## src/tcpu_pkg.sv

```systemverilog
// Shared types, phase and opcode codes, and the ALU function of the 8-bit cycle core.
package tcpu_pkg;

  localparam int unsigned AddrBitsDef = 16;
  localparam int unsigned AddrOutW    = 16;
  localparam int unsigned DataW       = 8;
  localparam int unsigned NumRegs     = 4;
  localparam int unsigned RegIdxW     = 2;
  localparam int unsigned OutTdataW   = 32;

  // Phase codes
  localparam logic [2:0] PhFetch0 = 3'd0;
  localparam logic [2:0] PhFetch1 = 3'd1;
  localparam logic [2:0] PhJump   = 3'd2;
  localparam logic [2:0] PhLoad   = 3'd3;
  localparam logic [2:0] PhLoad1  = 3'd4;
  localparam logic [2:0] PhStore  = 3'd5;
  localparam logic [2:0] PhImm    = 3'd6;
  localparam logic [2:0] PhHalt   = 3'd7;

  // Major opcode, bits 7:6 of the first byte
  localparam logic [1:0] MajAlu   = 2'b00;
  localparam logic [1:0] MajJump  = 2'b01;
  localparam logic [1:0] MajLoad  = 2'b10;
  localparam logic [1:0] MajStore = 2'b11;

  // ALU operations
  localparam logic [1:0] AluAdd = 2'd0;
  localparam logic [1:0] AluSub = 2'd1;
  localparam logic [1:0] AluAnd = 2'd2;
  localparam logic [1:0] AluOr  = 2'd3;

  localparam logic [3:0] IoNibble = 4'h0;
  localparam logic [7:0] IoLimit  = 8'd16;

  typedef struct packed {
    logic [NumRegs-1:0][DataW-1:0] reg_file;
    logic [2:0]                    phase;
    logic [RegIdxW-1:0]            mem_reg_sel;
    logic [RegIdxW-1:0]            imm_target;
    logic [RegIdxW-1:0]            imm_opcode;
    logic [RegIdxW-1:0]            load_dest;
    logic [3:0]                    addr_hi;
    logic [AddrOutW-1:0]           addr_hold;
    logic [DataW-1:0]              wdata_hold;
  } core_state_t;

  typedef struct packed {
    logic                halted;
    logic [DataW-1:0]    data_out;
    logic [AddrOutW-1:0] address;
    logic                write_enable;
    logic                io_select;
    logic                mem_select;
  } bus_result_t;

  function automatic logic [DataW-1:0] alu_op(input logic [1:0] op,
                                              input logic [DataW-1:0] a,
                                              input logic [DataW-1:0] b);
    logic [DataW-1:0] r;
    unique case (op)
      AluAdd:  r = a + b;
      AluSub:  r = a - b;
      AluAnd:  r = a & b;
      AluOr:   r = a | b;
      default: r = a | b;
    endcase
    return r;
  endfunction

endpackage

```

## src/tiny_8bit_cpu_cycle_core_unit.sv

```systemverilog
// An accepted request goes from the input register through the combinational step logic
// into the result register on the master side. Throughput: one request per cycle while
// the result register is free or being drained; a stall on the master side holds it.
// Reset: rst_ni clears the register file, pc, the phase (fetch first byte),
// all operand latches and both valid flags.
module tiny_8bit_cpu_cycle_core_unit #(
  parameter int unsigned ADDR_BITS = tcpu_pkg::AddrBitsDef
) (
  input  logic                            clk_i,
  input  logic                            rst_ni,
  input  logic                            s_axis_tvalid_i,
  output logic                            s_axis_tready_o,
  input  logic [7:0]                      s_axis_tdata_i,  // [7:0] data_in
  output logic                            m_axis_tvalid_o,
  input  logic                            m_axis_tready_i,
  // [0] mem_select, [1] io_select, [2] write_enable, [18:3] address,
  // [26:19] data_out, [27] halted, [31:28] zero
  output logic [tcpu_pkg::OutTdataW-1:0]  m_axis_tdata_o
);
  import tcpu_pkg::*;

  logic                 in_valid_q;
  logic [7:0]           in_data_q;
  logic                 out_valid_q;
  bus_result_t          out_res_q;
  core_state_t          state_q, state_d;
  logic [ADDR_BITS-1:0] pc_q, pc_d;
  bus_result_t          res_d;
  logic                 advance;

  // step the core when the result register is free or being drained
  assign advance         = in_valid_q && (!out_valid_q || m_axis_tready_i);
  assign s_axis_tready_o = !in_valid_q || advance;

  tcpu_step #(
    .ADDR_BITS(ADDR_BITS)
  ) u_step (
    .state_i (state_q),
    .pc_i    (pc_q),
    .data_i  (in_data_q),
    .state_o (state_d),
    .pc_o    (pc_d),
    .result_o(res_d)
  );

  // all-zero state puts the phase at fetch first byte
  always_ff @(posedge clk_i or negedge rst_ni) begin
    if (!rst_ni) begin
      in_valid_q  <= 1'b0;
      out_valid_q <= 1'b0;
      state_q     <= '0;
      pc_q        <= '0;
    end else begin
      if (s_axis_tready_o) begin
        in_valid_q <= s_axis_tvalid_i;
      end
      if (advance) begin
        out_valid_q <= 1'b1;
        state_q     <= state_d;
        pc_q        <= pc_d;
      end else if (m_axis_tready_i) begin
        out_valid_q <= 1'b0;
      end
    end
  end

  always_ff @(posedge clk_i) begin
    if (s_axis_tready_o && s_axis_tvalid_i) begin
      in_data_q <= s_axis_tdata_i;
    end
    if (advance) begin
      out_res_q <= res_d;
    end
  end

  assign m_axis_tvalid_o = out_valid_q;
  assign m_axis_tdata_o  = {(OutTdataW - $bits(bus_result_t))'(0), out_res_q};

`ifndef ASSERT_OFF
  a_halt_sticks: assert property (@(posedge clk_i) disable iff (!rst_ni)
    state_q.phase == PhHalt |=> state_q.phase == PhHalt)
    else $error("core left halt without reset");

  a_one_space: assert property (@(posedge clk_i) disable iff (!rst_ni)
    out_valid_q |-> !(out_res_q.mem_select && out_res_q.io_select))
    else $error("memory and I/O selected together");

  a_store_selects: assert property (@(posedge clk_i) disable iff (!rst_ni)
    (out_valid_q && out_res_q.write_enable) |->
      (out_res_q.mem_select || out_res_q.io_select))
    else $error("store without an address space");

  a_input_kept: assert property (@(posedge clk_i) disable iff (!rst_ni)
    (in_valid_q && !advance) |=> (in_valid_q && $stable(in_data_q)))
    else $error("pending request lost");
`endif

endmodule

```

## src/tcpu_step.sv

```systemverilog
// Next-state and bus-output logic for one processor cycle.
module tcpu_step #(
  parameter int unsigned ADDR_BITS = tcpu_pkg::AddrBitsDef
) (
  input  tcpu_pkg::core_state_t  state_i,
  input  logic [ADDR_BITS-1:0]   pc_i,
  input  logic [7:0]             data_i,
  output tcpu_pkg::core_state_t  state_o,
  output logic [ADDR_BITS-1:0]   pc_o,
  output tcpu_pkg::bus_result_t  result_o
);
  import tcpu_pkg::*;

  logic [ADDR_BITS-1:0] pc_inc1;
  logic [ADDR_BITS-1:0] pc_inc2;
  logic [AddrOutW-1:0]  far_addr;
  logic                 is_io;
  logic [1:0]           tgt;
  logic [1:0]           src;

  assign pc_inc1  = pc_i + ADDR_BITS'(1);
  assign pc_inc2  = pc_i + ADDR_BITS'(2);
  assign far_addr = {4'h0, state_i.addr_hi, data_i};
  assign is_io    = (state_i.addr_hi == IoNibble) && (data_i < IoLimit);
  assign tgt      = data_i[3:2];
  assign src      = data_i[1:0];

  always_comb begin
    state_o  = state_i;
    pc_o     = pc_i;
    result_o = '0;
    result_o.halted = (state_i.phase == PhHalt);

    unique case (state_i.phase)
      PhFetch0: begin
        result_o.mem_select = 1'b1;
        state_o.addr_hold   = AddrOutW'(pc_i);
        state_o.phase       = PhFetch1;
      end
      PhFetch1: begin
        if (data_i == '0) begin
          state_o.phase = PhHalt;
        end else if (data_i[7:6] == MajAlu && data_i[5:4] != 2'b00) begin
          // register-to-register ALU finishes in decode
          state_o.reg_file[tgt] = alu_op(data_i[5:4], state_i.reg_file[tgt],
                                         state_i.reg_file[src]);
          pc_o          = pc_inc1;
          state_o.phase = PhFetch0;
        end else begin
          result_o.mem_select = 1'b1;
          state_o.addr_hold   = AddrOutW'(pc_inc1);
          unique case (data_i[7:6])
            MajStore: state_o.phase = PhStore;
            MajLoad:  state_o.phase = PhLoad;
            MajJump:  state_o.phase = PhJump;
            default:  state_o.phase = PhImm;
          endcase
        end
      end
      PhJump: begin
        pc_o          = pc_inc2;
        state_o.phase = PhFetch0;
      end
      PhLoad: begin
        pc_o                = pc_inc2;
        result_o.io_select  = is_io;
        result_o.mem_select = !is_io;
        state_o.addr_hold   = far_addr;
        state_o.phase       = PhLoad1;
      end
      PhLoad1: begin
        state_o.reg_file[state_i.load_dest] = data_i;
        state_o.phase = PhFetch0;
      end
      PhStore: begin
        pc_o                  = pc_inc2;
        result_o.io_select    = is_io;
        result_o.mem_select   = !is_io;
        result_o.write_enable = 1'b1;
        state_o.addr_hold     = far_addr;
        state_o.wdata_hold    = state_i.reg_file[state_i.mem_reg_sel];
        state_o.phase         = PhFetch0;
      end
      PhImm: begin
        pc_o = pc_inc2;
        state_o.reg_file[state_i.imm_target] =
          alu_op(state_i.imm_opcode, state_i.reg_file[state_i.imm_target], data_i);
        state_o.phase = PhFetch0;
      end
      default: begin
        // halt: hold registers, pc and phase
      end
    endcase

    // latch operand fields every cycle
    state_o.mem_reg_sel = data_i[5:4];
    state_o.imm_opcode  = data_i[5:4];
    state_o.imm_target  = data_i[3:2];
    state_o.addr_hi     = data_i[3:0];
    state_o.load_dest   = state_i.mem_reg_sel;

    result_o.address  = state_o.addr_hold;
    result_o.data_out = state_o.wdata_hold;
  end

endmodule

```

## config.mk

```make
export PLATFORM = sky130hd
export DESIGN_NAME = tiny_8bit_cpu_cycle_core_unit
export DESIGN_NICKNAME = d
export VERILOG_FILES = /design/src/tcpu_pkg.sv /design/src/tiny_8bit_cpu_cycle_core_unit.sv /design/src/tcpu_step.sv
export SDC_FILE = /design/constraint.sdc
export NUM_CORES = 1
export LEC_CHECK = 0
export ABC_AREA = 1
export BUFFER_PORTS_ARGS = -buffer_cell sky130_fd_sc_hd__buf_4
export CORE_MARGIN = 1
export CORE_UTILIZATION = 30
export CTS_BUF_LIST = sky130_fd_sc_hd__clkbuf_8
export DETAILED_ROUTE_END_ITERATION = 10
export PLACE_DENSITY = 0.51
export SLEW_MARGIN = 30
export SYNTH_ARGS = -nofsm -noshare
export SYNTH_HDL_FRONTEND = slang
export SYNTH_SLANG_ARGS = --single-unit
export TNS_END_PERCENT = 30
```

## constraint.sdc

```tcl
create_clock -name clk_i -period 4.3 [get_ports clk_i]
set_clock_uncertainty 0.15 [all_clocks]
set_input_delay 0 -clock clk_i [delete_from_list [all_inputs] [get_ports clk_i]]
set_output_delay 0 -clock clk_i [all_outputs]
set_load 0.02 [all_outputs]
```

Yosys cells after proc, flatten, opt, wreduce, memory -nomap -nowiden
Index checks and enable logic that the tools add are counted.
W data, S select, Z words.

operators by class
  add/subtract/negate cells = 6
  order comparisons = 9
  equality and inequality tests = 18
  multiplexer cells = 43
  bitwise logic cells = 4
  reduce and logical (&&, ||, !) cells = 29

operator list
  kind                     count
  $bwmux W32               3
  $mux W8                  12
  $pmux W32 S3             1
  $bmux W8 S2              4
  $mux W16                 4
  $mux W32                 2
  $pmux W8 S4              2
  $demux W8 S2             3
  $pmux W16 S3             1
  $pmux W16 S2             1
  $add A16 B1 Y16 const B  1
  $add A16 B2 Y16 const B  1
  $add A8 B8 Y8            2
  $and A8 B8 Y8            2
  $or A8 B8 Y8             2
  $sub A8 B8 Y8            2
  $lt A2 B3 Y1 const B     5
  $eq A2 B2 Y1 const B     6
  $eq A3 B3 Y1 const B     4
  $pmux W3 S4              1
  $pmux W3 S3              1
  $logic_not A8 Y1         1
  $lt A8 B5 Y1 const B     1
  $reduce_and A4 Y1        2
  21 further kinds         45

word-level totals
  bits in registers = 123
  input port bits = 12
  output and inout bits = 34
  logic and storage cells = 130

Longest topological paths before layout
  depth after elaboration = 11
  mapped depth = 23
  gate-level depth less buffers = 21

By module
A second synthesis with hierarchy kept.

unflattened totals
  cell total of the unflattened synthesis = 1,521
  area, all modules = 10,473.8 µm²

modules (own cells, without submodules)
  module                         times used  cells an instance  area an instance (µm²)  sequential area each (µm²)
  tcpu_step                      1           1,093              5,828.1                 0.0
  tiny_8bit_cpu_cycle_core_unit  1           428                4,645.7                 3,308.2

Least setup slack after synthesis
OpenSTA, ideal clock, no wires.

  kind = reg-to-reg
  start point = register state_q[32] in the netlist's numbering
  end point = register (tool-made name)
  library setup time = 0.117 ns
  arrival time = 2.972 ns
  required time = 4.033 ns
  slack = 1.061 ns
  cell stages (with the launch flop) = 22
  path buffers = 2
  clock period less this slack = 3.239 ns
  cell sequence = dfrtp_1 buf_2 inv_1 nand2_1 clkbuf_1 o22ai_1 a221oi_1 ha_1 inv_1 fa_1 nand3_1 nand2_1 nand2_1 nand2_1 a21oi_1 nor2_1 o21ai_1 nand2_1 nand2_1 nand3_1 nand2_1 nand2_1

RTL lines
  what                      line                                 text
  start: declaration        tiny_8bit_cpu_cycle_core_unit.sv:26  core_state_t state_q, state_d;
  start signal: assignment  tiny_8bit_cpu_cycle_core_unit.sv:59  state_q <= state_d;

==> results list <==
* Depth of the most critical reg-to-reg path: 21
- Post-synth top flop: sky130_fd_sc_hd__dfrtp_1
- Post-CTS Setup Bufs: 0
* Grt total ovfl: 0
* Cell count after synthesis: 1282
* Number of synthesis warnings: 0
- Total CTS buffers: 17
- Cell types with the largest area share after synthesis: sky130_fd_sc_hd__dfrtp_1 23%, sky130_fd_sc_hd__nand2_1 15%, sky130_fd_sc_hd__edfxtp_1 12%
- Post-synth design cell area: 0.009077 mm²
- The number of hold buffers added after CTS was 15.
- Max cap viols: 0
- The die covers 0.03096 mm².
- The floorplan step set the die height to 176.0 µm.
- The first routing iteration left 1055 violations.
- The number of antenna violations at the first check in global routing was 1.
* Post-detailed-route wirelength per cell: 20.13 µm
- Before antenna repair, the detailed router went through 7 iterations.
- Global routing consumed, over all layers together, 23.15% of the routing resources.
- Final weighted congestion in routability-driven placement: 0.9762
- Transition time of the tightest slew-check pin: 1106 ps
* Origin of the critical flop-to-flop path: in_data_q[0]$_DFFE_PP_
* Number of global-route vias before repair: 8705
- In this design, the stage delay of the slowest critical-path cell is 410 ps.
* Signal arrival time at the worst endpoint: 3920 ps
* Fraction of final layout cells with drive strength greater than 1: 11.36%
* Async SR Flop Fraction: 70.25%
* Residual DRC count: 0
- Derived from the worst setup path, the maximum achievable clock frequency is 273.1 MHz.
* WP data required: 4560 ps
* Worst IR drop on VDD: 0.0003130 V
- The initial utilization of the core area, before any placement, comes to 30.55%.
- After synthesis, the mean cell area works out to 7.081 µm².
- The routed design has 34.97 mm of wire.
- Setup repair after global routing left no endpoint under its margin.
- The critical path in this run is classified as register to register.
* Setup tns final: 0 ps
- Clock tree buffer depth: 2
- The number of max-slew violations in the final report was 0.
* Final hold vios: 0
* Overall die width: 176.0 µm
* Dpl hpwl: 24.45 mm
- Placeable Area: 0.02972 mm²
* # IOs: 46
- The filler cells instantiated in the layout total 3161.
- Number of placed instances, taps included: 1690
- After layout, the worst path uses 85.15% of the clock period.
- The area growth from synthesis to layout is 14.57%.
* Clock-pin slew reported for the worst setup and hold paths after clock tree synthesis: 90 ps
- The worst setup path is captured at a register.
- Share of Yosys cell area claimed by the top area cell type: 23.43%
- Kind of start point of the critical path: register
* Count of antenna-violating nets left after detailed routing: 0
- After detailed routing, the number of vias per cell comes to 5.345.
- Number of synthesized flops with an enable pin: 36
* Type of the tightest min-delay check: input port to register
- After synthesis, the netlist uses 54 different library cells.
- The clock net in this run drives a total of 121 sinks.
* Placement Rows: 63
- Crit-path slowest cell: sky130_fd_sc_hd__edfxtp_1
* H-tree lvl count: 4
- Leakage component of the power: 4.706 nW
* Largest area contributor in the synthesized netlist: sky130_fd_sc_hd__dfrtp_1
- Sequential area share after synthesis: 35.34%
- Final net count: 1374
- Final std cells w/o fill: 1737
- Reg2Reg Setup Slack: 640 ps
- The repair_antennas step left the layout with diodes totalling 0.
* Register bit total from synthesis: 121
* Power density over cell area: 735.7 mW/mm²
- Buffers on Ports: 41
- CTS tree: done
* Overall via count from detail_route: 9285
- Total of endpoints with negative setup slack in the final report: 0
* Clock insertion delay at the later pin of the skew report: 480 ps
- Final Critical Period: 3661 ps
- The worst pin sits at a relative slew slack of 25.98%.
- The signal on the critical path passes through inv_2 > nand2_1 > nand3_1 > and2_1 > inv_1 > ha_1 > o21ai_0 > inv_1 > fa_1 > inv_1 > nand3_1 > nand2_1 > nand2_1 > nand2_1 > a21oi_1 > xor2_1 > o21ai_1 > nand2_1 > nand3_1 > nand2_1 > nand2_1.
- Of all nets on the critical path, the largest fanout is 12.
- First-pass GRT wire length: 53.63 mm
- The flow ran to the end, and the final reports show no timing, DRC or antenna violations.
- Post-cts resize count: 0
- The tree is rooted in a sky130_fd_sc_hd__clkbuf_8.
- Launching instance or port of the critical path: in_data_q[0]$_DFFE_PP_
- Entering global routing, the biggest net connects 51 pins.
- In this design, the critical path's most frequently occurring cell is sky130_fd_sc_hd__nand2_1.
[stage by stage]
step / area, µm² / hold slack [ps] / setup slack (ps) / utilization, % / power (mW)
CTS: 10400 / 54.94 / 663.0 / 34.99 / 7.593
floorplan: 9089 / -445.6 / 1061 / - / 5.012
finish: 10400 / 87.48 / 638.6 / 35.00 / 7.652
global route: 10400 / 66.86 / 323.8 / 35.00 / 8.200
global placement: 9829 / -26.45 / 681.0 / 33.08 / 6.410
detailed placement: 9829 / -22.30 / 721.0 / 33.08 / 6.420
[cell usage after synthesis, types with 3 or more instances]
cell / instances
sky130_fd_sc_hd__ha_1: 26
sky130_fd_sc_hd__nor2_1: 66
sky130_fd_sc_hd__a32oi_1: 3
sky130_fd_sc_hd__nand3_1: 81
sky130_fd_sc_hd__nor2_2: 7
sky130_fd_sc_hd__nand2_1: 368
sky130_fd_sc_hd__clkbuf_1: 24
sky130_fd_sc_hd__nor3_1: 10
sky130_fd_sc_hd__edfxtp_1: 36
sky130_fd_sc_hd__o21ai_0: 112
sky130_fd_sc_hd__buf_2: 17
sky130_fd_sc_hd__xor2_1: 23
sky130_fd_sc_hd__or2_2: 3
sky130_fd_sc_hd__a221oi_1: 7
sky130_fd_sc_hd__a21oi_1: 119
sky130_fd_sc_hd__inv_2: 13
sky130_fd_sc_hd__o21ai_1: 11
sky130_fd_sc_hd__buf_1: 4
sky130_fd_sc_hd__nand2_2: 6
sky130_fd_sc_hd__dfrtp_1: 85
sky130_fd_sc_hd__o21a_1: 9
sky130_fd_sc_hd__a31oi_1: 5
sky130_fd_sc_hd__buf_4: 7
sky130_fd_sc_hd__o211ai_1: 9
sky130_fd_sc_hd__xnor2_1: 6
sky130_fd_sc_hd__o22ai_1: 10
sky130_fd_sc_hd__o221ai_1: 13
sky130_fd_sc_hd__a21oi_4: 5
sky130_fd_sc_hd__a22oi_1: 28
sky130_fd_sc_hd__inv_1: 132
sky130_fd_sc_hd__clkinv_1: 5
[cells in the final DEF (no fill, tap or decap), drive strengths merged, types with 18 or more instances in the layout]
| master | count |
|---|---|
| a22oi | 28 |
| buf | 69 |
| ha | 26 |
| o21ai | 125 |
| inv | 149 |
| clkbuf | 18 |
| xor2 | 23 |
| nand3 | 82 |
| a21oi | 125 |
| nand2 | 375 |
| edfxtp | 36 |
| nor2 | 77 |
| dfrtp | 85 |
[cell type report]
type / instances / area, µm² / area share [%]
clock inverter: 14 / 170.2 / 1.636
multi-input combinational: 957 / 5037 / 48.44
tap: 390 / 488.0 / 4.692
sequential: 121 / 3208 / 30.85
timing repair buffer: 84 / 668.1 / 6.424
clock buffer: 18 / 247.7 / 2.382
inverter: 153 / 580.6 / 5.582
[worst min-delay path by stage]
stage | slack (ps) | start | endpoint | depth (start not counted)
after floorplan | -450 | rst_ni | async pin | 0
after global placement | -30 | rst_ni | state_q[2]$_DFFE_PN0P_ | 1
after detailed placement | -20 | rst_ni | state_q[2]$_DFFE_PN0P_ | 1
after CTS | 50 | s_axis_tdata_i[6] | in_data_q[6]$_DFFE_PP_ | 2
after global routing | 70 | s_axis_tdata_i[6] | in_data_q[6]$_DFFE_PP_ | 2
final | 90 | s_axis_tdata_i[6] | in_data_q[6]$_DFFE_PP_ | 2
[logic make-up after synthesis]
logic type,share of synthesized area (%)
simple gates,25.46
xor+xnor,2.798
other cells,0.04131
buf+inv,9.318
compound gates,23.02
flops,35.34
fa+ha+maj,4.025
[routing by layer]
layer | part of all wire, % | vias up | GRT usage, % | wire length, µm
met5 | 0 | - | 0 | 0
met4 | 3.3 | 0 | 10.00 | 1155
met3 | 8.6 | 79 | 4.543 | 2995
met2 | 43 | 468 | 34.75 | 15050
met1 | 45 | 4348 | 32.14 | 15760
li1 | - | 4390 | - | -
[where the power goes]
part	internal, mW	switching (mW)
sequential	1.70	0.435
combinational	1.37	3.01
clock	0.591	0.551
total	3.66	3.99
[worst max-delay path, delay by kind of cell, from the launching register on]
family	cells	cell delay, ps
adders and majority gates	2	660
buffers and inverters	4	540
AOI/OAI and AO/OA	3	610
and+or+nand+nor	11	1080
xor gates and xnor gates	1	150
DFF	1	410
Power figures use the tool's default switching activity.
